File: config.mk
export PLATFORM = sky130hd
export DESIGN_NAME = postfix_tree_linker
export DESIGN_NICKNAME = d
export VERILOG_FILES = /design/src/rtl/core/ptl_pkg.sv /design/src/rtl/core/ptl_cell.sv /design/src/rtl/core/ptl_chain.sv /design/src/rtl/core/postfix_tree_linker.sv
export SDC_FILE = /design/constraint.sdc
export NUM_CORES = 1
export LEC_CHECK = 0
export ABC_AREA = 1
export BUFFER_PORTS_ARGS = -buffer_cell sky130_fd_sc_hd__buf_2
export CORE_MARGIN = 2
export CORE_UTILIZATION = 43
export DETAILED_ROUTE_END_ITERATION = 8
export HOLD_SLACK_MARGIN = 0.12
export SLEW_MARGIN = 0
export SYNTH_ARGS = -nofsm -noshare
export SYNTH_HDL_FRONTEND = slang
export SYNTH_SLANG_ARGS = --single-unit
File: constraint.sdc
create_clock -name clk -period 45.2 [get_ports clk]
set_clock_uncertainty 0.2 [all_clocks]
set_input_delay 9.04 -clock clk [delete_from_list [all_inputs] [get_ports clk]]
set_output_delay 9.04 -clock clk [all_outputs]
set_load 0.1 [all_outputs]
File: src/rtl/core/ptl_pkg.sv
// ----------------------------------------------------------------------------
// ptl_pkg
// Types and constants shared by the postfix tree linker modules.
// ----------------------------------------------------------------------------
package ptl_pkg;

    localparam int STACK_DEPTH = 32;
    localparam int ADDR_BITS   = 16;
    localparam int CNT_BITS    = $clog2(STACK_DEPTH + 1);

    localparam logic [2:0] KIND_LEAF   = 3'd0;
    localparam logic [2:0] KIND_UNARY  = 3'd1;
    localparam logic [2:0] KIND_RIGHT  = 3'd2;
    localparam logic [2:0] KIND_BINARY = 3'd3;
    localparam logic [2:0] KIND_ROOT   = 3'd4;

    localparam logic [1:0] ST_OK    = 2'd0;
    localparam logic [1:0] ST_FEW   = 2'd1;
    localparam logic [1:0] ST_EXTRA = 2'd2;
    localparam logic [1:0] ST_FULL  = 2'd3;

    typedef struct packed {
        logic [ADDR_BITS-1:0] node_addr;
        logic [2:0]           node_kind;
    } in_item_t;

    typedef struct packed {
        logic [ADDR_BITS-1:0] out_node;
        logic [ADDR_BITS-1:0] left_link;
        logic [ADDR_BITS-1:0] right_link;
        logic                 tree_done;
        logic [1:0]           status;
    } out_item_t;

    typedef enum logic [1:0] {
        OP_HOLD      = 2'b00,
        OP_LOAD_PREV = 2'b01,
        OP_LOAD_NEXT = 2'b10
    } cell_op_t;

    typedef struct packed {
        logic     en;
        cell_op_t head_op;
        cell_op_t body_op;
    } chain_ctrl_t;

endpackage

File: src/rtl/core/ptl_cell.sv
// ----------------------------------------------------------------------------
// ptl_cell
// One stack entry: holds, takes the entry above, or takes the entry below.
// ----------------------------------------------------------------------------
module ptl_cell (
    input  logic                          clk,
    input  logic                          en,
    input  ptl_pkg::cell_op_t             op,
    input  logic [ptl_pkg::ADDR_BITS-1:0] prev_data,
    input  logic [ptl_pkg::ADDR_BITS-1:0] next_data,
    output logic [ptl_pkg::ADDR_BITS-1:0] data
);

    logic [ptl_pkg::ADDR_BITS-1:0] data_reg;
    logic [ptl_pkg::ADDR_BITS-1:0] data_next;

    always_comb
    begin
        data_next = data_reg;
        unique case (op)
            ptl_pkg::OP_HOLD:      data_next = data_reg;
            ptl_pkg::OP_LOAD_PREV: data_next = prev_data;
            ptl_pkg::OP_LOAD_NEXT: data_next = next_data;
            default:               data_next = data_reg;
        endcase
    end

    always_ff @(posedge clk)
    begin
        if (en)
        begin
            data_reg <= data_next;
        end
    end

    assign data = data_reg;

endmodule

File: src/rtl/core/ptl_chain.sv
// ----------------------------------------------------------------------------
// ptl_chain
// Row of stack cells; entry 0 is the top of stack.
// ----------------------------------------------------------------------------
module ptl_chain (
    input  logic                          clk,
    input  ptl_pkg::chain_ctrl_t          ctrl,
    input  logic [ptl_pkg::ADDR_BITS-1:0] push_addr,
    output logic [ptl_pkg::ADDR_BITS-1:0] top0,
    output logic [ptl_pkg::ADDR_BITS-1:0] top1
);

    logic [ptl_pkg::ADDR_BITS-1:0] cell_data [ptl_pkg::STACK_DEPTH];

    for (genvar i = 0; i < ptl_pkg::STACK_DEPTH; i++)
    begin : g_cell
        logic [ptl_pkg::ADDR_BITS-1:0] prev_d;
        logic [ptl_pkg::ADDR_BITS-1:0] next_d;
        ptl_pkg::cell_op_t             op_d;

        if (i == 0)
        begin : g_head
            assign prev_d = push_addr;
            assign op_d   = ctrl.head_op;
        end
        else
        begin : g_body
            assign prev_d = cell_data[i-1];
            assign op_d   = ctrl.body_op;
        end

        if (i == ptl_pkg::STACK_DEPTH - 1)
        begin : g_tail
            assign next_d = '0;
        end
        else
        begin : g_mid
            assign next_d = cell_data[i+1];
        end

        ptl_cell u_cell (
            .clk       (clk),
            .en        (ctrl.en),
            .op        (op_d),
            .prev_data (prev_d),
            .next_data (next_d),
            .data      (cell_data[i])
        );
    end

    assign top0 = cell_data[0];
    assign top1 = cell_data[1];

endmodule

File: src/rtl/core/postfix_tree_linker.sv
// ----------------------------------------------------------------------------
// postfix_tree_linker
// Links postfix-ordered expression tree nodes through a shifting node stack.
// Output: each accepted item yields a registered result.
// Throughput: one item per cycle while in_stall is low; the stack cells shift by
// at most one entry per item, so both pops and the push resolve in that cycle.
// Reset: asynchronous; clears stack count and output valid, entries unwritten.
// ----------------------------------------------------------------------------
module postfix_tree_linker (
    input  logic               clk,
    input  logic               rst_n,
    input  logic               in_valid,
    output logic               in_stall,
    input  ptl_pkg::in_item_t  in_item,
    output logic               out_valid,
    input  logic               out_stall,
    output ptl_pkg::out_item_t out_item
);

    logic [ptl_pkg::CNT_BITS-1:0]  count_reg;
    logic [ptl_pkg::CNT_BITS-1:0]  count_next;
    logic                          out_valid_reg;
    logic                          out_valid_next;
    ptl_pkg::out_item_t            out_item_reg;
    ptl_pkg::out_item_t            out_item_next;
    ptl_pkg::chain_ctrl_t          ctrl;
    logic [ptl_pkg::ADDR_BITS-1:0] top0;
    logic [ptl_pkg::ADDR_BITS-1:0] top1;
    logic                          accept;
    logic                          need_right;
    logic                          need_left;
    logic [1:0]                    pop_cnt;
    logic [ptl_pkg::CNT_BITS-1:0]  after_cnt;
    logic                          few;

    assign in_stall = out_valid_reg & out_stall;
    assign accept   = in_valid & ~in_stall;

    assign need_right = (in_item.node_kind == ptl_pkg::KIND_RIGHT) ||
                        (in_item.node_kind == ptl_pkg::KIND_BINARY) ||
                        (in_item.node_kind == ptl_pkg::KIND_ROOT);
    assign need_left  = (in_item.node_kind == ptl_pkg::KIND_UNARY) ||
                        (in_item.node_kind == ptl_pkg::KIND_BINARY) ||
                        (in_item.node_kind == ptl_pkg::KIND_ROOT);
    assign pop_cnt    = {1'b0, need_right} + {1'b0, need_left};
    assign few        = count_reg < ptl_pkg::CNT_BITS'(pop_cnt);
    assign after_cnt  = count_reg - ptl_pkg::CNT_BITS'(pop_cnt);

    always_comb
    begin
        out_item_next.out_node   = in_item.node_addr;
        out_item_next.left_link  = '0;
        out_item_next.right_link = '0;
        out_item_next.tree_done  = 1'b0;
        out_item_next.status     = ptl_pkg::ST_OK;
        count_next               = count_reg;
        ctrl.en                  = 1'b0;
        ctrl.head_op             = ptl_pkg::OP_LOAD_PREV;
        ctrl.body_op             = ptl_pkg::OP_HOLD;

        if (need_right)
        begin
            out_item_next.right_link = top0;
        end
        if (need_left)
        begin
            out_item_next.left_link = need_right ? top1 : top0;
        end

        case (pop_cnt)
            2'd0:    ctrl.body_op = ptl_pkg::OP_LOAD_PREV;
            2'd1:    ctrl.body_op = ptl_pkg::OP_HOLD;
            default: ctrl.body_op = ptl_pkg::OP_LOAD_NEXT;
        endcase

        if (few)
        begin
            out_item_next.left_link  = '0;
            out_item_next.right_link = '0;
            out_item_next.status     = ptl_pkg::ST_FEW;
            count_next               = '0;
        end
        else if (in_item.node_kind == ptl_pkg::KIND_ROOT)
        begin
            count_next = '0;
            if (after_cnt != '0)
            begin
                out_item_next.status = ptl_pkg::ST_EXTRA;
            end
            else
            begin
                out_item_next.tree_done = 1'b1;
            end
        end
        else if (after_cnt >= ptl_pkg::CNT_BITS'(ptl_pkg::STACK_DEPTH))
        begin
            out_item_next.status = ptl_pkg::ST_FULL;
            count_next           = '0;
        end
        else
        begin
            ctrl.en    = accept;
            count_next = after_cnt + 1'b1;
        end
    end

    always_comb
    begin
        if (accept)
        begin
            out_valid_next = 1'b1;
        end
        else if (out_stall)
        begin
            out_valid_next = out_valid_reg;
        end
        else
        begin
            out_valid_next = 1'b0;
        end
    end

    always_ff @(posedge clk or negedge rst_n)
    begin
        if (!rst_n)
        begin
            count_reg     <= '0;
            out_valid_reg <= 1'b0;
        end
        else
        begin
            out_valid_reg <= out_valid_next;
            if (accept)
            begin
                count_reg <= count_next;
            end
        end
    end

    always_ff @(posedge clk)
    begin
        if (accept)
        begin
            out_item_reg <= out_item_next;
        end
    end

    ptl_chain u_chain (
        .clk       (clk),
        .ctrl      (ctrl),
        .push_addr (in_item.node_addr),
        .top0      (top0),
        .top1      (top1)
    );

    assign out_valid = out_valid_reg;
    assign out_item  = out_item_reg;

endmodule
# [Word-level counts from Yosys, hierarchy flattened]
# Cells that the tools add are included.
[op_classes] n_addsub=3 n_reduce_logical=11 eq_ne=8 n_bitwise=6 n_mux=45 order_cmp=2
[ops] op="$pmux 16 s2" n=31
[ops] op="$mux 6" n=3
[ops] op="$mux 16" n=1
[ops] op="$add 6x1->6 const B" n=1
[ops] op="$eq 3x2->1 const B" n=2
[ops] op="$ge 6x6->1 const B" n=1
[ops] op="$lt 6x2->1" n=1
[ops] op="$mux 1" n=6
[ops] op="$mux 2" n=3
[ops] op="$reduce_bool 6->1" n=1
[ops] op="$reduce_or 2->1" n=3
[ops] op="$sub 6x2->6" n=1
[ops] op="$eq 2x1->1 const B" n=2
[ops] op="$logic_or 1x1->1" n=4
[ops] op="$not 1->1" n=4
[ops] op="$pmux 2 s2" n=1
[ops] op="$eq 3x1->1 const B" n=1
[ops] op="$eq 3x3->1 const B" n=1
[ops] op="$add 1x1->2" n=1
[ops] op="$and 1x1->1" n=2
[ops] op="$eq 2x2->1 const B" n=1
[ops] op="$logic_not 2->1" n=1
[ops] op="$ne 2x1->1 const B" n=1
[ops] op="$reduce_and 2->1" n=1
[ops] op="$reduce_bool 2->1" n=1
[word_totals] in_bits=23 reg_bits=570 out_inout_bits=53 elab_cells=114

# [Longest topological paths before layout]
# Gate-level depths: netlist of the first run.
[logic_depth] word_depth=10 mapped_depth=18 mapped_depth_nobuf=15

# [Cells and area by module]
# From an unflattened synthesis of the first run, not the netlist that was laid out.
[unflattened] cells_unflattened=2549 hier_area_um2=26516.7
[modules_own_cells] mod="ptl_cell" seq_area_each_um2=480.5 cells_each=72 area_per_inst_um2=748.2 instances=32
[modules_own_cells] mod="postfix_tree_linker" seq_area_each_um2=1706.6 cells_each=244 area_per_inst_um2=2570.0 instances=1
[modules_own_cells] mod="ptl_chain" seq_area_each_um2=0.0 cells_each=1 area_per_inst_um2=3.8 instances=1

# [Worst setup path after synthesis of the first run]
# Ideal clock, no wire load.
[synth_path] path_type="input to register" from="in out_stall" to="reg u_chain.g_cell[10].u_cell.data_reg, in the netlist u_chain.g_cell[10].u_cell.data[0], enable pin" setup_ns=1.366 path_slack_ns=11.399 path_buffers=0 required_ns=43.634 cell_stages=7 arrival_ns=32.235 cell_sequence="nand2_1 inv_1 nor2_2 inv_1 nor2_1 nand3_2 nor2_1"
[synth_between] elab_chain_len=7
[synth_rtl] element="from (decl)" line="postfix_tree_linker.sv:16" text="input logic out_stall,"
[synth_rtl] element="$and 1x1->1" line="postfix_tree_linker.sv:36" text="assign in_stall = out_valid_reg & out_stall;"
[synth_rtl] element="net in_stall" line="postfix_tree_linker.sv:13" text="output logic in_stall,"
[synth_rtl] element="$not 1->1" line="postfix_tree_linker.sv:37" text="assign accept = in_valid & ~in_stall;"
[synth_rtl] element="$and 1x1->1" line="postfix_tree_linker.sv:37"
[synth_rtl] element="net accept" line="postfix_tree_linker.sv:29" text="logic accept;"
[synth_rtl] element="$mux 1" line="postfix_tree_linker.sv:95" text="else if (after_cnt >= ptl_pkg::CNT_BITS'(ptl_pkg::STACK_DEPTH))"
[synth_rtl] element="$mux 1" line="postfix_tree_linker.sv:83" text="else if (in_item.node_kind == ptl_pkg::KIND_ROOT)"
[synth_rtl] element="$mux 1" line="postfix_tree_linker.sv:76" text="if (few)"
[synth_rtl] element="$reduce_and 2->1 (no source line)"
[synth_rtl] element="to (signal assigned)" line="ptl_cell.sv:32" text="data_reg <= data_next;"
[synth_rtl] element="to (decl)" line="ptl_cell.sv:14" text="logic [ptl_pkg::ADDR_BITS-1:0] data_reg;"
# The timed path passes the listed nets, and every way through them passes these cells.
# A chain may end at the register's enable or synchronous reset.

# [Final worst setup path of the first run]
[layout_path] from="in out_stall" to="out in_stall"
[layout_between] elab_chain_len=1
[layout_rtl] element="$and 1x1->1" line="postfix_tree_linker.sv:36"
[layout_rtl] element="to (decl)" line="postfix_tree_linker.sv:13"
# Every way passes these cells.

==> out/qor.yml, run 1 <==
power_density_nw_per_um2: 51.13
max_stage_delay_ns: 0.44
die_h_um: 239.0
path_clk_slew_ns: 0.06
hold_buffers: 0
first_pass_iters: 5
slowest_stage: "buf_2"
r2r-start: "out_valid"
syn_area_per_cell_sq_um: 11.45
root_buffer: "clkbuf_16"
setup_viol_count_final: 0
seq_area_sq_um: 17080
cts_max_level: 2
multi_input_area_sq_um: 5059
power.leakage_nw: 10.04
grt_pass1_vias: 14220
routed_wl_mm: 38.22
drtAntennaViolNets: 0
layout_min_cycle_time_ns: 18.95
min_path_type: "reg2reg"
yosysSeqAreaShare_pct: 71.91
fill_cells: 4909
cp-end-kind: "primary output"
tritoncts: "done"
clk_latency_ns: 0.61
tightest_slew_ns: 1.229
ys_types: 27
initial_core_util_pct: 43.29
power.total_mw: 1.347
ys_warn_count: 0
cpMostUsedCell: "buf_2"
grt_setup_unrepaired: "no"
fin_ws_ns: 26.25
syn_to_final_growth_pct: 10.93
diodes: 0
rows: 86
peakVddDrop_mv: 0.04352
core_sq_um: 54880
overflow: 0
cts_sinks: 570
fmax_mhz: 52.77
grt_pass1_wl_mm: 65.25
slew_viol_final: 0
slew_headroom_pct: 18.08
grt_start_max_net_pins: 262
final_layout_size_suffix_gt1_share_pct: 8.574
path_cells: "buf_2, nand2_1, inv_1, buf_2"
die_area_sq_um: 57140
antenna_found_initial: 0
drc: 0
layout_worst_path_cycle_share_pct: 41.93
cp.arrival_ns: 9.71
dp_hpwl_mm: 21.01
die_w_um: 239.0
syn_inst: 2074
port_buffers: 75
pre_cts_ws_ns: 26.25
gp_congestion: 0.7366
numCtsBuffers: 57
ys_ff_latch: 570
crit_fanout: 2
vias: 14000
avgRoutedWirePerCell_um: 13.41
status: "finished, final reports clean"
synthesis.nets: 2103
pin_count: 76
largest_register_ffs: 512
cts_setup_buffers: 0
final_nets: 2132
tns_ns: 0
grtUsageTotal_pct: 13.47
vias_per_cell: 4.912
synth_area_sq_um: 23760
drt_iter0_markers: 1115
ctsResizeCount: 0
critPathLaunch: "out_stall"
fin_util_pct: 48.02
worstHoldStart: "out_valid"
reg2reg_setup_slack_ns: 39.96
cts.path.max_buffers: 3
required_ns: 35.96
worstSetupPathType: "in2out"
hold_viol: 0
crit_path_start_kind: "input pin"
maxCapViolCount: 0
[worst max-delay path, delay by kind of cell]
family | cells | cell delay, ns
buffers and inverters | 3 | 0.61
and+or+nand+nor | 1 | 0.05
[logic make-up (layout without fill, tap and decap cells)]
kind of cell             count (synthesis)  in the layout  share of synthesized area, %
AO/OA/AOI/OAI                          488            488                         10.73
XOR/XNOR                                 1              1                       0.03688
adder cells (fa/ha/maj)                  6              6                        0.3476
buffers and inverters                  388            460                         6.921
flip-flops                             570            570                         71.91
AND/OR/NAND/NOR                        621            621                         10.05
[cells in the mapped netlist, drive strengths merged]
| cell type | number | area, sq um |
|---|---|---|
| nor2 | 60 | 230.2 |
| xor2 | 1 | 8.760 |
| o21ai | 471 | 2365 |
| buf | 67 | 436.7 |
| nand4 | 2 | 12.51 |
| nand3 | 12 | 82.58 |
| inv | 275 | 1035 |
| edfxtp | 563 | 16910 |
| a21oi | 1 | 5.000 |
| nand2 | 547 | 2063 |
| dfrtp | 7 | 175.2 |
| clkbuf | 46 | 172.7 |
| a211oi | 16 | 180.2 |
| ha | 5 | 62.56 |
| fa | 1 | 20.02 |
[path summary, 6_finish.rpt]
kind | depth (start not counted) | to
worst max-delay path | 4 | in_stall
worst min-delay path | 2 | out_valid
worst max register to register | 11 | u_chain.g_cell[11].u_cell.data[3]
worst min register to register | 2 | out_valid
max in group asynchronous | 1 | count_reg[3]
min in group asynchronous | 1 | count_reg[5]
[report_power, final]
group          internal [mW]  total, mW  switching (mW)
sequential             0.685      0.710          0.0246
clock                  0.266      0.457           0.191
combinational         0.0413      0.181           0.139
total                  0.993       1.35           0.354
[layout by cell type (no fill, tap or decap)]
cell / netlist / layout
edfxtp_1: 563 / 563
nand2_1: 545 / 545
o21ai_0: 369 / 369
inv_1: 273 / 273
o21ai_1: 100 / 100
buf_2: 49 / 75
nor2_1: 58 / 57
clkbuf_16: 0 / 57
clkbuf_1: 46 / 18
a211oi_2: 12 / 12
nand3_1: 9 / 9
clkinv_1: 0 / 9
clkinv_2: 0 / 7
dfrtp_1: 7 / 7
bufinv_16: 0 / 6
a211oi_1: 4 / 4
ha_1: 5 / 4
buf_4: 3 / 4
buf_12: 0 / 4
clkinv_8: 0 / 3
nor2_4: 0 / 2
nand4_1: 2 / 2
nand3_2: 2 / 2
o21ai_2: 2 / 2
inv_6: 0 / 2
nor2_2: 2 / 1
nand3_4: 1 / 1
a21oi_2: 0 / 1
xor2_1: 1 / 1
inv_2: 1 / 1
nand2_4: 1 / 1
nand2_2: 1 / 1
fa_1: 1 / 1
ha_4: 0 / 1
clkinvlp_4: 0 / 1
[through the flow]
step	std cells	hold slack, ns	area (sq um)
6_report	2850	0.2838	26350
4_1_cts	2850	0.2906	26350
2_1_floorplan	2074	0.2530	23760
5_1_grt	2850	0.3426	26350
3_3_place_gp	2748	0.2768	24550
3_5_place_dp	2748	0.2774	24550
[area by class of cell]
cell class,count,area share (%)
tap,704,3.343
timing repair buffer,83,1.842
sequential,570,64.82
multi-input combinational,1116,19.20
clock buffer,75,5.669
clock inverter,27,1.163
inverter,275,3.965
[metal layers]
| metal | share of wire [%] | track usage [%] | vias up | wire [um] |
|---|---|---|---|---|
| met2 | 47 | 22.72 | 161 | 17880 |
| met1 | 48 | 17.61 | 6724 | 18330 |
| met4 | 1.5 | 3.655 | 0 | 575 |
| met5 | 0 | 0 | - | 0 |
| met3 | 3.7 | 2.933 | 44 | 1427 |
| li1 | - | - | 7070 | - |
(Power assumes the default switching activity.)
==> run 2, diff against run 1 <==
- clock period: 45.2 -> 19.25 ns (I/O delays scaled with it)
==> run 2 against run 1 <==
Net effect: total power rose by 130%; global-route usage is 0.35 points higher; clock-buffer cell count down 7; setup slack worse by 16 ns; sequential power increased by 140%; via count grew 0.66%; register-to-register slack worse by 26 ns; die area is the same; final area is 0.47% lower; utilization down 0.23 points; flip-flop and latch count is the same.
==> out/qor.yml, run 2 (synthesized netlist as in run 1, its figures left out) <==
rr_worst_depth: 11
critical_path.endpoint: "u_chain.g_cell[16].u_cell.data[1]"
cp-end-kind: "flip-flop"
clk_latency_ns: 0.60
setup_viol_count_final: 0
syn_to_final_growth_pct: 10.41
min_path_type: "reg2reg"
antenna_found_initial: 0
cts_max_level: 2
power.total_mw: 3.098
rows: 86
path_cells: "buf_2, inv_1, nand3_4, o21ai_2, ha_4, clkinv_8, ha_1, nor2_1, nand4_1, nand2_1, nand3_2, nor2_4, buf_4, buf_4, buf_4"
crit_cells: 15
critPathLaunch: "in_item[0]"
power_density_nw_per_um2: 118.1
crit_fanout: 177
worstSetupPathType: "in2reg"
fmax_mhz: 108.0
slew_viol_final: 0
peakVddDrop_mv: 0.07161
cts.path.max_buffers: 3
final_layout_size_suffix_gt1_share_pct: 8.465
gp_congestion: 0.7271
tns_ns: 0
place_area_sq_um: 24560
first_pass_iters: 6
cts_sinks: 570
tritoncts: "done"
overflow: 0
layout_min_cycle_time_ns: 9.257
status: "finished, final reports clean"
grtUsageTotal_pct: 13.82
timing.hold.ws_ns: 0.2863
largest_register_ffs: 512
grt_pass1_vias: 14040
power.leakage_nw: 9.999
hold_viol: 0
cts_setup_buffers: 0
slew_headroom_pct: 20.07
path_clk_slew_ns: 0.06
final_nets: 2139
hold_buffers: 0
cp.arrival_ns: 9.27
initial_core_util_pct: 43.29
numCtsBuffers: 58
die_w_um: 239.0
maxCapViolCount: 0
layout_commonest_cell: "edfxtp_1"
diodes: 0
drt_iter0_markers: 1235
reg2reg_setup_slack_ns: 14.16
design_area_sq_um: 26230
path_buf_inv: 6
slowest_stage: "buf_4"
ctsResizeCount: 0
core_sq_um: 54880
die_area_sq_um: 57140
cpMostUsedCell: "buf_4"
grt_setup_unrepaired: "no"
root_buffer: "clkbuf_16"
avgRoutedWirePerCell_um: 13.79
crit_family: "buffers and inverters"
grt_start_max_net_pins: 199
port_buffers: 75
final_cell_mix: "edfxtp_1, nand2_1, o21ai_0"
pin_count: 76
die_h_um: 239.0
dp_hpwl_mm: 22.53
routed_wl_mm: 39.36
worstReg2RegEnd: "u_chain.g_cell[16].u_cell.data[1]"
r2r-start: "out_valid"
grt_pass1_wl_mm: 66.76
layout_worst_path_cycle_share_pct: 48.09
drc: 0
required_ns: 19.26
vias: 14090
crit_path_start_kind: "input pin"
drtAntennaViolNets: 0
max_stage_delay_ns: 0.89
vias_per_cell: 4.938
tightest_slew_ns: 1.199
## run 2: final cells by class
cell class / instances / area, sq um
Clock buffer: 68 / 1510
Clock inverter: 32 / 158.9
Fill cell: 5000 / 28650
Inverter: 275 / 1045
Multi-Input combinational cell: 1116 / 5059
Sequential cell: 570 / 17080
Tap cell: 704 / 880.8
Timing Repair Buffer: 89 / 493.0
## run 2: stage by stage
step                utilization [%]  worst slack [ns]  std cells
floorplan                         -             4.691       2074
global placement              44.75             9.475       2754
detailed placement            44.75             9.319       2754
CTS                           47.79             9.942       2854
global route                  47.79             9.422       2854
finish                        47.79             9.993       2854
## run 2: routing by layer
metal	GRT usage (%)	routed length, um	vias up
li1	-	-	7073
met1	19.26	18980	6826
met2	22.19	18440	137
met3	2.171	1105	56
met4	4.602	827	0
met5	0	0	-
## run 2: worst min path at each step
stage	depth (start not counted)	startpoint	slack [ns]	endpoint
global route	2	u_chain.g_cell[31].u_cell.data[5]	0.33	u_chain.g_cell[30].u_cell.data[5]
detailed placement	2	count_reg[0]	0.27	count_reg[0]
finish	2	count_reg[0]	0.29	count_reg[0]
floorplan	2	count_reg[0]	0.25	count_reg[0]
CTS	2	count_reg[0]	0.29	count_reg[0]
global placement	2	out_valid	0.26	out_valid
## run 2: power breakdown
| group | switching, mW | internal, mW |
|---|---|---|
| registers | 0.0597 | 1.61 |
| clock network | 0.439 | 0.565 |
| logic | 0.329 | 0.0966 |
| total | 0.827 | 2.27 |
## run 2: worst register-to-register path: stages, from the launching register on
cell and delay [ns]:
dfrtp_1 0.37, nand2_1 0.08, inv_1 0.08, nor2_4 0.07, buf_4 0.54, inv_1 0.32, nor2_1 0.20, nand3_2 0.17
nor2_4 0.11, buf_4 0.78, buf_4 0.83, buf_4 0.91
